[src/hw/rtl/lob_pkg.sv]
// ----------------------------------------------------------------------------
// lob_pkg
// Shared types and constants for the logo overlay alpha blend block.
// ----------------------------------------------------------------------------
package lob_pkg;

    // Largest frame or logo dimension after clamping
    localparam int MAX_DIM = 4096;
    localparam int DIM_W   = 13;
    localparam int POS_W   = 12;
    localparam int ORG_W   = 14;
    localparam int SGN_W   = 15;
    localparam int CFG_W   = 24;
    localparam int CFG_IDX_W = 3;

    // Configuration register indexes
    localparam logic [CFG_IDX_W-1:0] CFG_FRAME_WIDTH  = 3'd0;
    localparam logic [CFG_IDX_W-1:0] CFG_FRAME_HEIGHT = 3'd1;
    localparam logic [CFG_IDX_W-1:0] CFG_LOGO_WIDTH   = 3'd2;
    localparam logic [CFG_IDX_W-1:0] CFG_LOGO_HEIGHT  = 3'd3;
    localparam logic [CFG_IDX_W-1:0] CFG_ANCHOR_MODE  = 3'd4;
    localparam logic [CFG_IDX_W-1:0] CFG_MARGIN       = 3'd5;
    localparam logic [CFG_IDX_W-1:0] CFG_POINT_POS    = 3'd6;
    localparam logic [CFG_IDX_W-1:0] CFG_OPACITY      = 3'd7;

    // Anchor codes, row order top-left to bottom-right, then explicit point
    localparam logic [3:0] ANCHOR_TL    = 4'd0;
    localparam logic [3:0] ANCHOR_TC    = 4'd1;
    localparam logic [3:0] ANCHOR_TR    = 4'd2;
    localparam logic [3:0] ANCHOR_CL    = 4'd3;
    localparam logic [3:0] ANCHOR_C     = 4'd4;
    localparam logic [3:0] ANCHOR_CR    = 4'd5;
    localparam logic [3:0] ANCHOR_BL    = 4'd6;
    localparam logic [3:0] ANCHOR_BC    = 4'd7;
    localparam logic [3:0] ANCHOR_BR    = 4'd8;
    localparam logic [3:0] ANCHOR_POINT = 4'd9;

    // Placement selectors for one axis
    localparam logic [1:0] SEL_NEAR   = 2'd0;
    localparam logic [1:0] SEL_CENTER = 2'd1;
    localparam logic [1:0] SEL_FAR    = 2'd2;

    // Item kinds
    localparam logic KIND_LOGO  = 1'b0;
    localparam logic KIND_FRAME = 1'b1;

    localparam logic [6:0] OPACITY_FULL = 7'd100;
    localparam logic [7:0] ALPHA_FULL   = 8'd255;

    // Reciprocal constants: x/100 for x < 25600, n/255 for n <= 65025
    localparam logic [12:0] RECIP_100   = 13'd5243;
    localparam int          RECIP_100_SH = 19;
    localparam logic [15:0] RECIP_255   = 16'd32897;
    localparam int          RECIP_255_SH = 23;

    typedef enum logic [3:0] {
        ST_IDLE,
        ST_DISPATCH,
        ST_PLACE,
        ST_POS,
        ST_ADDR,
        ST_READ,
        ST_FETCH,
        ST_SCALE,
        ST_MUL,
        ST_DIV,
        ST_DONE
    } state_t;

    typedef struct packed {
        logic latch_in;
        logic write_logo;
        logic place;
        logic pos;
        logic addr;
        logic read;
        logic fetch;
        logic scale;
        logic mul;
        logic div;
        logic load_out;
    } ctrl_cmd_t;

    typedef struct packed {
        logic kind;
        logic frame_start;
        logic blend_go;
        logic addr_ok;
        logic out_free;
    } ctrl_status_t;

    // Clamp a dimension to 1..MAX_DIM
    function automatic logic [DIM_W-1:0] clamp_dim(input logic [DIM_W-1:0] v);
        logic [DIM_W-1:0] r;
        begin
            r = v;
            if (v == '0)
            begin
                r = DIM_W'(1);
            end
            else if (v > DIM_W'(MAX_DIM))
            begin
                r = DIM_W'(MAX_DIM);
            end
            return r;
        end
    endfunction

endpackage

[src/hw/rtl/lob_ctrl.sv]
// ----------------------------------------------------------------------------
// lob_ctrl
// Sequencer that walks one item at a time through the overlay datapath.
// ----------------------------------------------------------------------------
module lob_ctrl (
    input  logic                 clk,
    input  logic                 rst_n,
    input  logic                 in_valid,
    output logic                 in_stall,
    input  lob_pkg::ctrl_status_t status,
    output lob_pkg::ctrl_cmd_t    cmd
);

    lob_pkg::state_t state_reg;
    lob_pkg::state_t state_next;

    // State register
    always_ff @(posedge clk or negedge rst_n)
    begin
        if (!rst_n)
        begin
            state_reg <= lob_pkg::ST_IDLE;
        end
        else
        begin
            state_reg <= state_next;
        end
    end

    // Next state
    always_comb
    begin
        state_next = state_reg;
        unique case (state_reg)
            lob_pkg::ST_IDLE:
            begin
                if (in_valid)
                begin
                    state_next = lob_pkg::ST_DISPATCH;
                end
            end
            lob_pkg::ST_DISPATCH:
            begin
                if (status.kind == lob_pkg::KIND_LOGO)
                begin
                    state_next = lob_pkg::ST_IDLE;
                end
                else if (status.frame_start)
                begin
                    state_next = lob_pkg::ST_PLACE;
                end
                else
                begin
                    state_next = lob_pkg::ST_POS;
                end
            end
            lob_pkg::ST_PLACE: state_next = lob_pkg::ST_POS;
            lob_pkg::ST_POS:
            begin
                state_next = status.blend_go ? lob_pkg::ST_ADDR : lob_pkg::ST_DONE;
            end
            lob_pkg::ST_ADDR: state_next = lob_pkg::ST_READ;
            lob_pkg::ST_READ:
            begin
                state_next = status.addr_ok ? lob_pkg::ST_FETCH : lob_pkg::ST_DONE;
            end
            lob_pkg::ST_FETCH: state_next = lob_pkg::ST_SCALE;
            lob_pkg::ST_SCALE: state_next = lob_pkg::ST_MUL;
            lob_pkg::ST_MUL:   state_next = lob_pkg::ST_DIV;
            lob_pkg::ST_DIV:   state_next = lob_pkg::ST_DONE;
            lob_pkg::ST_DONE:
            begin
                if (status.out_free)
                begin
                    state_next = lob_pkg::ST_IDLE;
                end
            end
            default: state_next = lob_pkg::ST_IDLE;
        endcase
    end

    // Command outputs
    always_comb
    begin
        cmd      = '0;
        in_stall = 1'b1;
        unique case (state_reg)
            lob_pkg::ST_IDLE:
            begin
                in_stall     = 1'b0;
                cmd.latch_in = in_valid;
            end
            lob_pkg::ST_DISPATCH: cmd.write_logo = (status.kind == lob_pkg::KIND_LOGO);
            lob_pkg::ST_PLACE:    cmd.place = 1'b1;
            lob_pkg::ST_POS:      cmd.pos   = 1'b1;
            lob_pkg::ST_ADDR:     cmd.addr  = 1'b1;
            lob_pkg::ST_READ:     cmd.read  = status.addr_ok;
            lob_pkg::ST_FETCH:    cmd.fetch = 1'b1;
            lob_pkg::ST_SCALE:    cmd.scale = 1'b1;
            lob_pkg::ST_MUL:      cmd.mul   = 1'b1;
            lob_pkg::ST_DIV:      cmd.div   = 1'b1;
            lob_pkg::ST_DONE:     cmd.load_out = status.out_free;
            default:              cmd = '0;
        endcase
    end

endmodule

[config.mk]
export PLATFORM = sky130hd
export DESIGN_NAME = lob_ctrl
export DESIGN_NICKNAME = d
export VERILOG_FILES = /design/src/hw/rtl/lob_pkg.sv /design/src/hw/rtl/lob_ctrl.sv
export SDC_FILE = /design/constraint.sdc
export NUM_CORES = 1
export LEC_CHECK = 0
export ABC_AREA = 1
export ABC_CLOCK_PERIOD_IN_PS = 3050
export BUFFER_PORTS_ARGS = -buffer_cell sky130_fd_sc_hd__buf_4
export CORE_AREA = 4 4 41 43
export CTS_CLUSTER_SIZE = 12
export DETAILED_ROUTE_END_ITERATION = 6
export DIE_AREA = 0 0 45 47
export GPL_TIMING_DRIVEN = 0
export HOLD_SLACK_MARGIN = 0.15
export PLACE_DENSITY = 0.58
export SLEW_MARGIN = 30
export SYNTH_ARGS = -nofsm -noshare
export SYNTH_HDL_FRONTEND = slang
export SYNTH_SLANG_ARGS = --single-unit
[constraint.sdc]
create_clock -name clk -period 3.05 [get_ports clk]
set_clock_uncertainty 0.05 [all_clocks]
set_input_delay 0.305 -clock clk [delete_from_list [all_inputs] [get_ports clk]]
set_output_delay 0.305 -clock clk [all_outputs]
set_load 0.03 [all_outputs]
==> results_tabular.tex <==
\begin{tabular}{lr}
\hline
Metric & Value \\
\hline
\multicolumn{2}{l}{\textbf{STA}} \\
\quad Maximum frequency from static timing analysis & 581 MHz \\
\quad Final setup margin & 1330 ps \\
\quad Setup tns final & 0 ps \\
\quad Transition time at the pin with the least slew margin & 256 ps \\
\quad Final Critical Period & 1720 ps \\
\quad Max Transition Viols Final & 0 \\
\quad Headroom to the max-slew limit & 82.9\% \\
\quad Setup repair after global routing missed its margin & no \\
\quad Share of the clock period used by the worst path & 56.4\% \\
\quad Number of setup violations in the final report & 0 \\
\quad Fin. Hold Viols & 0 \\
\multicolumn{2}{l}{\textbf{Clocking}} \\
\quad Clock insertion delay at the later pin of the skew report & 240 ps \\
\quad \# resized after CTS & 0 \\
\quad CTS H-Tree Depth & 1 \\
\quad Clock slew seen by the registers of the worst setup and hold paths & 40 ps \\
\quad Postcts setup bufs & 0 \\
\quad Clock Sink Count & 4 \\
\quad Clock root buffer master & clkbuf\_4 \\
\quad Num CTS Buffers & 3 \\
\quad Maximum root-to-sink buffer count & 2 \\
\quad TritonCTS clock tree & built \\
\multicolumn{2}{l}{\textbf{Yosys}} \\
\quad Netlist area before placement & 409 µm² \\
\quad Sequential element share of the synthesized area & 24.5\% \\
\quad Biggest area contributors in the synthesized netlist & dfrtp\_1 24\%, nor2\_1 11\%, nand2\_1 9.2\% \\
\quad Fraction of post-synthesis cell area in the top cell type by area & 24.5\% \\
\quad Cells after Synth & 64 \\
\quad Distinct cell type count after synthesis & 17 \\
\quad Number of flip-flops and latches in the synthesized netlist & 4 \\
\quad Syn Nets & 72 \\
\quad Synth Warn \# & 0 \\
\quad Cell type contributing the most total cell area after synthesis & dfrtp\_1 \\
\quad Average cell area after synthesis & 6.39 µm² \\
\multicolumn{2}{l}{\textbf{Hold path}} \\
\quad Tightest Hold Check Type & input pin to register \\
\quad Hold path depth & 3 \\
\quad Hold wc startpoint & status[2] \\
\quad Endpoint with the worst hold slack & state\_reg[2] \\
\multicolumn{2}{l}{\textbf{Floorplan}} \\
\quad Number of I/O pins & 20 \\
\quad Die Outline Area & 2120 µm² \\
\quad X dimension of the die & 45 µm \\
\quad Height of the die & 47 µm \\
\quad Core box area & 1300 µm² \\
\quad Row Count & 13 \\
\quad Starting Density & 31.4\% \\
\multicolumn{2}{l}{\textbf{Detailed routing}} \\
\quad Detailed-route wire length per cell & 9.55 µm \\
\quad Initial detailed-routing violation count & 5 \\
\quad DR pass1 iterations & 4 \\
\quad Post-detailed-route count of antenna-violating nets & 0 \\
\quad Residual DRC count & 0 \\
\quad Overall via count from detail\_route & 442 \\
\quad Final wirelength & 974 µm \\
\quad Ratio of routed vias to standard cells & 4.33 \\
\multicolumn{2}{l}{\textbf{Finish}} \\
\quad Area delta synth->final & 47.4\% \\
\quad Number of antenna repair diodes & 0 \\
\quad Proportion of layout cells with a drive suffix above 1 & 44.8\% \\
\quad Final layout net count & 97 \\
\quad Max FFs per register & 4 \\
\multicolumn{2}{l}{\textbf{Placed design}} \\
\quad Placer Congestion & 0.812 \\
\quad Half-perimeter wire length after placement & 810 µm \\
\quad I/O Buffers & 19 \\
\quad Worst slack, placed & 1570 ps \\
\multicolumn{2}{l}{\textbf{Worst setup path}} \\
\quad Worst path bufs/invs & 4 \\
\quad Path type of the worst setup path & register to output port \\
\quad Worst setup slack for register-to-register paths & 1880 ps \\
\quad Startpoint of the worst-slack reg-to-reg timing path & state\_reg[1] \\
\quad Capturing element type of the critical path & output port \\
\quad Data arrival, critical path & 1370 ps \\
\quad Crit-path cells & buf\_6 -> inv\_2 -> nor2\_1 -> inv\_1 -> nor3\_2 -> buf\_4 \\
\quad Reg-to-reg endpoint & state\_reg[1] \\
\quad Largest fanout of any net on the critical path & 9 \\
\quad Dominant delay contributor by cell family on the critical path & buffers and inverters \\
\quad Worst path slowest cell & dfrtp\_1 \\
\quad Startpoint type of the worst setup path & register \\
\quad Delay of the slowest cell on the worst path & 330 ps \\
\quad R2R depth & 7 \\
\quad WP data required & 2690 ps \\
\multicolumn{2}{l}{\textbf{Power}} \\
\quad Power per cell area & 923 nW/µm² \\
\quad Leakage power summed over all cells & 0.353 nW \\
\quad Peak VDD IR & 0.396 mV \\
\multicolumn{2}{l}{\textbf{Run status}} \\
\quad Outcome & completed \\
\multicolumn{2}{l}{\textbf{Global route}} \\
\quad First-pass GRT wire length & 1710 µm \\
\quad Remaining Overflow, GRT & 0 \\
\quad Vias in the first global route & 418 \\
\quad All-Layer GR Usage & 11.2\% \\
\quad Antenna violations before repair & 0 \\
\quad Maximum number of pins on one net before global-route repair & 10 \\
\multicolumn{2}{l}{\textbf{Run}} \\
\quad Total of max-cap violations & 0 \\
\hline
\end{tabular}
==> power breakdown <==
part / switching (mW) / internal, mW / leakage, nW / total (mW)
registers: 0.0323 / 0.0750 / 0.0509 / 0.107
logic: 0.247 / 0.133 / 0.288 / 0.380
clock network: 0.0246 / 0.0442 / 0.0138 / 0.0688
==> per-stage QoR <==
stage	instance area [µm²]	util [%]	cells	hold slack, ps	power, mW
2_1_floorplan	409	-	64	-40.6	0.384
3_3_place_gp	571	43.8	98	51.7	0.490
3_5_place_dp	571	43.8	98	51.8	0.492
4_1_cts	603	46.3	102	247	0.565
5_1_grt	603	46.3	102	242	0.609
6_report	603	46.3	102	253	0.557
==> cell type report <==
class,instances,area (µm²)
fill,152,698
multi-input combinational,43,238
timing repair buffer,20,153
sequential,4,100
inverter,16,60.1
clock buffer,3,22.5
tap,15,18.8
buffer,1,11.3
==> synth_stat cells <==
master	n
buf_6	1
nand3_1	7
nor2_8	1
o21ai_0	1
nor4_1	1
inv_1	9
nor3_2	2
nor2_4	1
nand2_1	10
nand3_2	2
nor2_2	3
dfrtp_1	4
nor2_1	12
nand3b_1	1
nor3_1	1
inv_2	7
nand4_1	1
==> tightest hold or removal path: stages <==
cell and delay [ps]:
buf_4 80, nand2_1 50, nand3_1 70
==> cell families after synthesis <==
kind of cell | Yosys count | share of synthesized area, %
AOI/OAI and AO/OA | 1 | 1.22
buffers and inverters | 17 | 17.4
DFF | 4 | 24.5
and+or+nand+nor | 42 | 56.9
==> worst max path at each step <==
stage                       startpoint      to  slack [ps]  cells past startpoint
after CTS                 state_reg[1]  cmd[0]        1300                      6
after floorplan           state_reg[3]  cmd[9]        1120                      3
after global routing      state_reg[3]  cmd[9]        1210                      4
after global placement    state_reg[3]  cmd[9]        1590                      4
after detailed placement  state_reg[1]  cmd[0]        1570                      6
final                     state_reg[1]  cmd[0]        1330                      6
==> cell usage in the layout, fill, tap and decap left out <==
master and count:
nor3_2 2, inv_2 7, buf_4 19, nor2_1 12, o21ai_0 1, nand3b_1 1
nand3_2 2, inv_1 9, nor3_1 1, nor2_4 1, nor4_1 1, dfrtp_1 4
dlygate4sd3_1 1, nand3_1 7, clkbuf_4 3, nor2_8 1, buf_6 1, nand4_1 1
nor2_2 3, nand2_1 10
==> per-layer routing <==
metal	up-vias	GRT usage, %	wire length [µm]
li1	242	-	-
met1	180	14.6	473
met2	20	16.7	418
met3	0	4.98	83
met4	0	3.51	0
met5	-	0	0
==> repair_timing <==
item / 4_1_cts / 5_1_grt
endpoints found under the setup margin: 0 / 0
hold endpoints to repair: 4 / 0
hold buffers: 1 / 0
Power figures use the tool's default switching activity.
